## src/smbe_pkg.sv

```systemverilog
// Package for the stack machine bytecode executor.
// Holds the opcodes, result status codes and the decoded command type.
// Depends on nothing; the decoder, queue, execution stage, top level and testbench import it.
package smbe_pkg;

  // Opcode byte values.
  localparam logic [7:0] OP_PUSH  = 8'hF1;
  localparam logic [7:0] OP_DUP   = 8'hF2;
  localparam logic [7:0] OP_ADD   = 8'hF3;
  localparam logic [7:0] OP_MUL   = 8'hF4;
  localparam logic [7:0] OP_READ  = 8'hF5;
  localparam logic [7:0] OP_WRITE = 8'hF6;

  // Number of immediate bytes that follow a PUSH opcode.
  localparam logic [2:0] IMM_BYTES = 3'd4;

  localparam int unsigned DATA_W  = 32;
  localparam int unsigned DEPTH_W = 7;

  // Status reported with every result word.
  typedef enum logic [2:0] {
    ST_OK        = 3'd0,
    ST_WRITTEN   = 3'd1,
    ST_UNDERFLOW = 3'd2,
    ST_OVERFLOW  = 3'd3,
    ST_UNKNOWN   = 3'd4,
    ST_HALTED    = 3'd5
  } status_e;

  // Stack operation handed from the decoder to the execution stage.
  typedef enum logic [2:0] {
    CMD_NOP     = 3'd0,
    CMD_PUSH    = 3'd1,
    CMD_DUP     = 3'd2,
    CMD_ADD     = 3'd3,
    CMD_MUL     = 3'd4,
    CMD_WRITE   = 3'd5,
    CMD_UNKNOWN = 3'd6,
    CMD_HALTED  = 3'd7
  } cmd_op_e;

  typedef struct packed {
    cmd_op_e             op;
    logic [DATA_W-1:0]   value;
  } cmd_t;

endpackage

```

## src/smbe_in_if.sv

```systemverilog
// Input channel of the stack machine bytecode executor.
// Carries one bytecode byte and the read value per word; no dependencies.
interface smbe_in_if;
  logic        valid;
  logic        ready;
  logic [7:0]  code_byte;
  logic [31:0] read_value;

  modport source (output valid, output code_byte, output read_value, input ready);
  modport sink   (input valid, input code_byte, input read_value, output ready);
endinterface

```

## src/smbe_out_if.sv

```systemverilog
// Result channel of the stack machine bytecode executor.
// Carries status, written value and stack depth per word; no dependencies.
interface smbe_out_if;
  logic        valid;
  logic        ready;
  logic [2:0]  status;
  logic [31:0] out_value;
  logic [6:0]  stack_depth;

  modport source (output valid, output status, output out_value, output stack_depth,
                  input ready);
  modport sink   (input valid, input status, input out_value, input stack_depth,
                  output ready);
endinterface

```

## src/smbe_front.sv

```systemverilog
// Decoder of the stack machine bytecode executor.
// Collects PUSH immediates, tracks the halt flag and emits commands; uses smbe_pkg.
module smbe_front (
  input  logic           clk_i,
  input  logic           rst_ni,
  smbe_in_if.sink        byte_i,
  output logic           cmd_valid_o,
  output smbe_pkg::cmd_t cmd_o,
  input  logic           cmd_ready_i
);
  import smbe_pkg::*;

  logic [DATA_W-1:0] coll_q, coll_d;
  logic [2:0]        left_q, left_d;
  logic              halt_q, halt_d;
  logic              accept;

  // A byte is taken whenever the command queue has room.
  assign byte_i.ready = cmd_ready_i;
  assign cmd_valid_o  = byte_i.valid;
  assign accept       = byte_i.valid && cmd_ready_i;

  // Classify the byte: immediate data, opcode or a byte after a halt.
  always_comb begin
    coll_d    = coll_q;
    left_d    = left_q;
    halt_d    = halt_q;
    cmd_o.op    = CMD_NOP;
    cmd_o.value = '0;
    if (halt_q) begin
      cmd_o.op = CMD_HALTED;
    end else if (left_q != 3'd0) begin
      coll_d = {coll_q[DATA_W-9:0], byte_i.code_byte};
      left_d = left_q - 3'd1;
      if (left_q == 3'd1) begin
        cmd_o.op    = CMD_PUSH;
        cmd_o.value = coll_d;
      end
    end else begin
      case (byte_i.code_byte)
        OP_PUSH: begin
          coll_d = '0;
          left_d = IMM_BYTES;
        end
        OP_DUP:   cmd_o.op = CMD_DUP;
        OP_ADD:   cmd_o.op = CMD_ADD;
        OP_MUL:   cmd_o.op = CMD_MUL;
        OP_READ: begin
          cmd_o.op    = CMD_PUSH;
          cmd_o.value = byte_i.read_value;
        end
        OP_WRITE: cmd_o.op = CMD_WRITE;
        default: begin
          halt_d   = 1'b1;
          cmd_o.op = CMD_UNKNOWN;
        end
      endcase
    end
  end

  // Decoder state advances only on an accepted byte.
  always_ff @(posedge clk_i or negedge rst_ni) begin
    if (!rst_ni) begin
      coll_q <= '0;
      left_q <= '0;
      halt_q <= 1'b0;
    end else if (accept) begin
      coll_q <= coll_d;
      left_q <= left_d;
      halt_q <= halt_d;
    end
  end

endmodule

```

## src/smbe_cmd_fifo.sv

```systemverilog
// Two-entry command queue between decoder and execution stage.
// Lets either side stall on its own; uses smbe_pkg for the command type.
module smbe_cmd_fifo (
  input  logic           clk_i,
  input  logic           rst_ni,
  input  logic           push_valid_i,
  input  smbe_pkg::cmd_t push_cmd_i,
  output logic           push_ready_o,
  output logic           pop_valid_o,
  output smbe_pkg::cmd_t pop_cmd_o,
  input  logic           pop_ready_i
);
  import smbe_pkg::*;

  cmd_t       entry_q [2];
  logic       wr_ptr_q, rd_ptr_q;
  logic [1:0] count_q;
  logic       do_push, do_pop;

  assign push_ready_o = (count_q != 2'd2);
  assign pop_valid_o  = (count_q != 2'd0);
  assign pop_cmd_o    = entry_q[rd_ptr_q];
  assign do_push      = push_valid_i && push_ready_o;
  assign do_pop       = pop_valid_o && pop_ready_i;

  // Payload storage.
  always_ff @(posedge clk_i) begin
    if (do_push) begin
      entry_q[wr_ptr_q] <= push_cmd_i;
    end
  end

  // Pointers and fill count.
  always_ff @(posedge clk_i or negedge rst_ni) begin
    if (!rst_ni) begin
      wr_ptr_q <= 1'b0;
      rd_ptr_q <= 1'b0;
      count_q  <= 2'd0;
    end else begin
      if (do_push) begin
        wr_ptr_q <= ~wr_ptr_q;
      end
      if (do_pop) begin
        rd_ptr_q <= ~rd_ptr_q;
      end
      if (do_push && !do_pop) begin
        count_q <= count_q + 2'd1;
      end else if (do_pop && !do_push) begin
        count_q <= count_q - 2'd1;
      end
    end
  end

endmodule

```

## src/smbe_back.sv

```systemverilog
// Execution stage of the stack machine bytecode executor.
// Runs one stack command per cycle on the stack memory while the result register is free or being read; uses smbe_pkg.
module smbe_back #(
  parameter int unsigned STACK_DEPTH = 64
) (
  input  logic           clk_i,
  input  logic           rst_ni,
  input  logic           cmd_valid_i,
  input  smbe_pkg::cmd_t cmd_i,
  output logic           cmd_ready_o,
  smbe_out_if.source     result_o
);
  import smbe_pkg::*;

  localparam int unsigned AW  = (STACK_DEPTH > 1) ? $clog2(STACK_DEPTH) : 1;
  localparam int unsigned SPW = $clog2(STACK_DEPTH + 1);

  // Stack memory; top and next entries are also cached in registers.
  logic [DATA_W-1:0] mem_q [STACK_DEPTH];
  logic [DATA_W-1:0] tos_q, tos_d, nos_q, nos_d, third_q;
  logic [SPW-1:0]    sp_q, sp_d;
  logic              mem_we;
  logic [AW-1:0]     wr_addr, rd_addr;
  logic [DATA_W-1:0] wr_data, sum, prod, arith;
  logic              full, pop;

  // Output register.
  logic               out_valid_q;
  status_e            status_q, status_d;
  logic [DATA_W-1:0]  value_q, value_d;
  logic [DEPTH_W-1:0] depth_q;

  assign full        = (sp_q == SPW'(STACK_DEPTH));
  assign cmd_ready_o = !out_valid_q || result_o.ready;
  assign pop         = cmd_valid_i && cmd_ready_o;
  assign sum         = nos_q + tos_q;
  assign prod        = nos_q * tos_q;
  assign arith       = (cmd_i.op == CMD_ADD) ? sum : prod;
  assign rd_addr     = AW'(sp_d - SPW'(3));

  // Execute the command at the head of the queue.
  always_comb begin
    sp_d     = sp_q;
    tos_d    = tos_q;
    nos_d    = nos_q;
    mem_we   = 1'b0;
    wr_addr  = AW'(sp_q);
    wr_data  = cmd_i.value;
    status_d = ST_OK;
    value_d  = '0;
    if (pop) begin
      case (cmd_i.op)
        CMD_NOP: status_d = ST_OK;
        CMD_PUSH: begin
          if (full) begin
            status_d = ST_OVERFLOW;
          end else begin
            mem_we = 1'b1;
            tos_d  = cmd_i.value;
            nos_d  = tos_q;
            sp_d   = sp_q + SPW'(1);
          end
        end
        CMD_DUP: begin
          if (sp_q == '0) begin
            status_d = ST_UNDERFLOW;
          end else if (full) begin
            status_d = ST_OVERFLOW;
          end else begin
            mem_we  = 1'b1;
            wr_data = tos_q;
            nos_d   = tos_q;
            sp_d    = sp_q + SPW'(1);
          end
        end
        CMD_ADD, CMD_MUL: begin
          if (sp_q < SPW'(2)) begin
            status_d = ST_UNDERFLOW;
          end else begin
            mem_we  = 1'b1;
            wr_addr = AW'(sp_q - SPW'(2));
            wr_data = arith;
            tos_d   = arith;
            nos_d   = third_q;
            sp_d    = sp_q - SPW'(1);
          end
        end
        CMD_WRITE: begin
          if (sp_q == '0) begin
            status_d = ST_UNDERFLOW;
          end else begin
            status_d = ST_WRITTEN;
            value_d  = tos_q;
            tos_d    = nos_q;
            nos_d    = third_q;
            sp_d     = sp_q - SPW'(1);
          end
        end
        CMD_UNKNOWN: status_d = ST_UNKNOWN;
        CMD_HALTED:  status_d = ST_HALTED;
        default:     status_d = ST_OK;
      endcase
    end
  end

  // Stack memory: one write port, one registered read of the third entry.
  always_ff @(posedge clk_i) begin
    if (mem_we) begin
      mem_q[wr_addr] <= wr_data;
    end
    third_q <= mem_q[rd_addr];
  end

  // Cached top entries and result payload.
  always_ff @(posedge clk_i) begin
    tos_q <= tos_d;
    nos_q <= nos_d;
    if (pop) begin
      status_q <= status_d;
      value_q  <= value_d;
      depth_q  <= DEPTH_W'(sp_d);
    end
  end

  // Control state.
  always_ff @(posedge clk_i or negedge rst_ni) begin
    if (!rst_ni) begin
      sp_q        <= '0;
      out_valid_q <= 1'b0;
    end else begin
      sp_q <= sp_d;
      if (pop) begin
        out_valid_q <= 1'b1;
      end else if (result_o.ready) begin
        out_valid_q <= 1'b0;
      end
    end
  end

  assign result_o.valid       = out_valid_q;
  assign result_o.status      = status_q;
  assign result_o.out_value   = value_q;
  assign result_o.stack_depth = depth_q;

endmodule

```

## src/stack_machine_bytecode_executor.sv

```systemverilog
// Stack machine bytecode executor, top level.
// Joins decoder, command queue and execution stage; uses smbe_pkg and both channels.
//
// The block takes one bytecode byte per cycle while the command queue has room and
// returns exactly one result word per byte, in order. A byte is decoded as it is
// accepted and enters a two-entry command queue; the execution stage retires one
// command per cycle into the output register while that register is free or being
// read. Each command does at most one write and one read of the stack memory; the top
// two entries live in registers and the third is read ahead from the memory. MUL uses
// a single 32 x 32 multiplier. The stack memory needs no clearing after reset; the
// block is ready once reset is released.
// After an unknown opcode every further byte reports the halted status until reset.
module stack_machine_bytecode_executor #(
  parameter int unsigned STACK_DEPTH = 64
) (
  input  logic       clk_i,
  input  logic       rst_ni,
  smbe_in_if.sink    byte_i,
  smbe_out_if.source result_o
);
  import smbe_pkg::*;

  logic cmd_valid, cmd_ready;
  cmd_t cmd;
  logic q_valid, q_ready;
  cmd_t q_cmd;

  smbe_front u_front (
    .clk_i       (clk_i),
    .rst_ni      (rst_ni),
    .byte_i      (byte_i),
    .cmd_valid_o (cmd_valid),
    .cmd_o       (cmd),
    .cmd_ready_i (cmd_ready)
  );

  smbe_cmd_fifo u_fifo (
    .clk_i        (clk_i),
    .rst_ni       (rst_ni),
    .push_valid_i (cmd_valid),
    .push_cmd_i   (cmd),
    .push_ready_o (cmd_ready),
    .pop_valid_o  (q_valid),
    .pop_cmd_o    (q_cmd),
    .pop_ready_i  (q_ready)
  );

  smbe_back #(
    .STACK_DEPTH (STACK_DEPTH)
  ) u_back (
    .clk_i       (clk_i),
    .rst_ni      (rst_ni),
    .cmd_valid_i (q_valid),
    .cmd_i       (q_cmd),
    .cmd_ready_o (q_ready),
    .result_o    (result_o)
  );

  // Only a WRITE result carries a nonzero value.
  a_value_only_on_write: assert property (@(posedge clk_i) disable iff (!rst_ni)
    result_o.valid && (result_o.status != ST_WRITTEN) |-> result_o.out_value == '0)
    else $error("result value set on a word that is not a WRITE");

  // The reported depth never exceeds the stack size.
  a_depth_bound: assert property (@(posedge clk_i) disable iff (!rst_ni)
    result_o.valid |-> (STACK_DEPTH > 127) || (result_o.stack_depth <= 7'(STACK_DEPTH)))
    else $error("stack depth beyond the stack size");

  // A stalled result blocks the execution stage.
  a_stall_holds_back: assert property (@(posedge clk_i) disable iff (!rst_ni)
    result_o.valid && !result_o.ready |-> !(q_valid && q_ready))
    else $error("command retired while the result register is stalled");

endmodule

```

## src/flat_wrapper.sv

```systemverilog
// flat-port wrapper written by rule: the top's interface ports become plain ports
module stack_machine_bytecode_executor_flat import smbe_pkg::*;
#(
  parameter int unsigned STACK_DEPTH = 64
)
  (clk_i, rst_ni, byte_i_valid, byte_i_code_byte, byte_i_read_value, byte_i_ready, result_o_valid, result_o_status, result_o_out_value, result_o_stack_depth, result_o_ready);
  smbe_in_if byte_i_i ();
  smbe_out_if result_o_i ();
  input  logic clk_i;
  input  logic rst_ni;
  input wire logic [$bits(byte_i_i.valid)-1:0] byte_i_valid;
  input wire logic [$bits(byte_i_i.code_byte)-1:0] byte_i_code_byte;
  input wire logic [$bits(byte_i_i.read_value)-1:0] byte_i_read_value;
  output wire logic [$bits(byte_i_i.ready)-1:0] byte_i_ready;
  output wire logic [$bits(result_o_i.valid)-1:0] result_o_valid;
  output wire logic [$bits(result_o_i.status)-1:0] result_o_status;
  output wire logic [$bits(result_o_i.out_value)-1:0] result_o_out_value;
  output wire logic [$bits(result_o_i.stack_depth)-1:0] result_o_stack_depth;
  input wire logic [$bits(result_o_i.ready)-1:0] result_o_ready;
  assign byte_i_i.valid = byte_i_valid;
  assign byte_i_i.code_byte = byte_i_code_byte;
  assign byte_i_i.read_value = byte_i_read_value;
  assign byte_i_ready = byte_i_i.ready;
  assign result_o_valid = result_o_i.valid;
  assign result_o_status = result_o_i.status;
  assign result_o_out_value = result_o_i.out_value;
  assign result_o_stack_depth = result_o_i.stack_depth;
  assign result_o_i.ready = result_o_ready;
  stack_machine_bytecode_executor #(.STACK_DEPTH(STACK_DEPTH)) u_core (.clk_i(clk_i), .rst_ni(rst_ni), .byte_i(byte_i_i), .result_o(result_o_i));
endmodule
```

## config.mk

```make
export PLATFORM = sky130hd
export DESIGN_NAME = stack_machine_bytecode_executor_flat
export DESIGN_NICKNAME = d
export VERILOG_FILES = /design/src/smbe_pkg.sv /design/src/smbe_in_if.sv /design/src/smbe_out_if.sv /design/src/smbe_front.sv /design/src/smbe_cmd_fifo.sv /design/src/smbe_back.sv /design/src/stack_machine_bytecode_executor.sv /design/src/flat_wrapper.sv
export SDC_FILE = /design/constraint.sdc
export NUM_CORES = 2
export LEC_CHECK = 0
export BUFFER_PORTS_ARGS = -buffer_cell sky130_fd_sc_hd__buf_2
export CORE_MARGIN = 2
export CORE_UTILIZATION = 45
export DETAILED_ROUTE_END_ITERATION = 16
export PLACE_DENSITY = 0.66
export SKIP_LAST_GASP = 1
export SYNTH_ARGS = -nofsm -noshare
export SYNTH_HDL_FRONTEND = slang
export SYNTH_SLANG_ARGS = --single-unit
```

## constraint.sdc

```tcl
create_clock -name clk_i -period 17.1 [get_ports clk_i]
set_clock_uncertainty 0.2 [all_clocks]
set_input_delay 0 -clock clk_i [delete_from_list [all_inputs] [get_ports clk_i]]
set_output_delay 0 -clock clk_i [all_outputs]
set_load 0.02 [all_outputs]
```

==> flow_summary.toml <==
[critical_path]
cp_slowest_cell = "a311oi_1"
critPathMostFrequentCell = "fa_1"
crit_buf_inv = 4
arrival_ns = 9.81
critPathKind = "flop to flop"
cp.required_ns = 17.16
path_delay_family = "adder cells"
worstPathCellList = "ha_1, fa_1, inv_1, fa_1, fa_1, inv_1, fa_1, ha_1, ha_1, inv_1, fa_1, inv_1, fa_1, ha_1, o21ai_0, nor2_1, a311o_1, a311o_1, a311oi_1, o21bai_1, a21oi_1, xnor2_1, a221oi_1, nand2_2"
slowest_delay_ns = 0.92
cp-start-kind = "flop"
critPathCaptureType = "flop"
critPathMaxFanout = 64

[drt]
final_antenna_net_count = 0
num_vias = 58170
avgRoutedWirePerCell_um = 29.87
dr.pass1.iters = 6
drt_iter0_markers = 7276
drcViolationCount = 0
vias_per_cell = 6.024
routed_wl_um = 288400

[floorplan]
core_sq_um = 235200
dieArea_sq_um = 240500
rows = 178
initial_core_util = 0.4526
die_w_um = 490.4
ios = 88
die_h_um = 490.4

[clock_tree]
cts_setup_buffers = 0
cts_buffer_depth = 3
cts_resized = 0
cts_tree = "built"
cts.sinks = 2296
cts_buffers = 225
clkTransAtPathRegs_ns = 0.06
clock_latency_ns = 0.90
clockRootBuffer = "clkbuf_16"
cts_htree_levels = 4

[run_status]
status = "completed"

[flow_run]
cap_violations = 0

[cells_and_area]
fin_nets = 6913
layout_common_cells = "edfxtp_1, mux4_2, nand2_1"
multiInputGateArea_sq_um = 36210
drive_gt1_frac = 0.2127
fill_cells = 18850
final_common_cell = "edfxtp_1"
regArea_sq_um = 68430
area_growth_pct = 13.23

[placed_design]
dpl.hpwl_um = 166300
place_ws_ns = 7.506
place_congestion = 0.8982
io_buffers = 87

[logic_synthesis]
yosys_most_used_dff = "edfxtp_1"
postSynth.asyncResetShare = 0.01742
synth_area_per_cell_sq_um = 17.68
ys_seq_area_frac = 0.6428
synth-edff-count = 2224
synth_top_area_share = 0.6274
yosys.area.top_type = "edfxtp_1"
syn_area_sq_um = 106400
synth_cell_types = 72
synth_area_leaders = "edfxtp_1, mux4_2, fa_1"
synth_fp_nets = 6634
synthesis.instances = 6019
ys_ff_latch = 2296
ys_warn_count = 0

[sta]
fin_setup_tns_ns = 0
slew_headroom = 0.1733
whs_ns = 0.05019
finalSetupViolations = 0
post-route-worst-setup-slack_ns = 7.355
tightest_slew_ns = 1.236
fin_crit_sh = 0.5699
min_period_ns = 9.745
rsz0062_at_grt = "no"
max_freq_mhz = 102.6
maxSlewViolCount = 0
hold_violations = 0

[min_path]
hp-class = "input port to flop"

[power]
combPwrFrac = 0.132
p_seq_frac = 0.505
p_sw_mw = 3.503
internal-power_mw = 10.28
power_leakage_nw = 41.76
ir_worst_vdd_mv = 0.09717
netSwitchingFraction = 0.2542
clockPowerShare = 0.363
power_density_nw_per_um2 = 114.3

[global_route]
grt_pass1_wl_um = 418500
grt_max_degree = 119
grt_usage = 0.2399
grt_overflow_total = 0
first_global_vias = 59160
antenna_found_initial = 10
-- layer usage --
metal / global-route usage / vias to the layer above / part of all wire
met2: 0.3765 / 3102 / 0.47
met3: 0.04007 / 529 / 0.092
li1: - / 23480 / -
met1: 0.3383 / 31060 / 0.40
met4: 0.09175 / 2 / 0.042
met5: 0 / - / 0.000042
-- worst min-delay path: cells and delay by family --
kind,cells,cell delay (ns)
AND/OR/NAND/NOR,1,0.12
AO/OA/AOI/OAI,1,0.11
buffers and inverters,2,0.71
-- what timing repair did --
action / CTS / global route
hold buffers: 90 / 0
setup endpoints to repair: 0 / 0
hold endpoints to repair: 240 / 0
-- flip-flops by register name, summed over array words and instances, names as in the netlist, 2 cells and up --
signal                              cells
u_core.u_back.mem_q                  2048
u_core.u_back.nos_q                    32
u_core.u_back.result_o.out_value       32
u_core.u_back.result_o.stack_depth      7
u_core.u_back.result_o.status           3
u_core.u_back.sp_q                      7
u_core.u_back.third_q                  32
u_core.u_back.tos_q                    32
u_core.u_fifo.count_q                   2
u_core.u_fifo.entry_q                  70
u_core.u_front.coll_q                  24
u_core.u_front.left_q                   3
-- path summary, 6_finish.rpt --
kind | end | cells past startpoint | slack, ns | startpoint
max | u_core.u_back.mem_q[57][24] | 24 | 7.36 | u_core.u_back.tos_q[4]
min | u_core.u_fifo.entry_q[0][6] | 4 | 0.05 | byte_i_read_value[6]
max reg2reg | u_core.u_back.mem_q[57][24] | 24 | 7.36 | u_core.u_back.tos_q[4]
min reg2reg | u_core.u_back.result_o.valid | 2 | 0.29 | u_core.u_back.result_o.valid
max in group asynchronous | u_core.u_front.left_q[1] | 5 | 15.93 | rst_ni
min in group asynchronous | u_core.u_back.sp_q[6] | 5 | 0.55 | rst_ni
-- synthesized netlist by cell type (30+ instances only) --
library cell,n
fa_1,409
nor2_1,174
nand3_1,33
inv_1,395
a21o_1,30
nand2b_1,35
buf_2,80
dfxtp_1,32
mux4_2,640
a22oi_1,49
o21ai_0,96
xnor2_1,85
nand2_1,462
xor2_1,37
mux2i_1,128
a21oi_1,87
edfxtp_1,2224
dfrtp_1,40
and2_1,336
clkbuf_1,227
ha_1,162
-- kinds of logic (layout without fill, tap and decap cells) --
group,after synthesis,in the layout,synth area share
compound gates,419,419,0.02577
simple gates,1110,1110,0.04981
fa+ha+maj,571,571,0.09596
flops,2296,2296,0.6428
xor+xnor,124,124,0.01034
mux,783,783,0.1490
buf+inv,716,1198,0.02626
other cells,0,5,0
-- area by class of cell --
class                   count  area share
flip-flops and latches   2296      0.5677
multi-input cells        3007      0.3005
clock buffers             301     0.05027
well taps                3150     0.03270
repair buffers            370     0.02388
clock inverters           129     0.01246
inverters                 398     0.01240
diodes                      5   0.0001038
-- metrics by stage --
| step | std cells | util | power (mW) | cell area [sq um] |
|---|---|---|---|---|
| 4_1_cts | 9651 | 0.5124 | 13.86 | 120500 |
| 5_1_grt | 9652 | 0.5124 | 14.18 | 120500 |
| 3_5_place_dp | 9131 | 0.4764 | 8.896 | 112000 |
| 3_3_place_gp | 9131 | 0.4764 | 8.827 | 112000 |
| 2_1_floorplan | 6019 | - | 8.104 | 106400 |
| 6_report | 9656 | 0.5125 | 13.78 | 120500 |
-- power groups by stage --
| stage | Clock [mW] | Sequential (mW) | Combinational, mW |
|---|---|---|---|
| final | 5.00 | 6.96 | 1.82 |
| after global routing | 5.28 | 6.97 | 1.93 |
| after CTS | 5.07 | 6.96 | 1.83 |
| after detailed placement | 0 | 7.08 | 1.82 |
| after global placement | 0 | 7.08 | 1.75 |
| after floorplan | 0 | 7.17 | 0.939 |
Power figures use the tool's default switching activity.
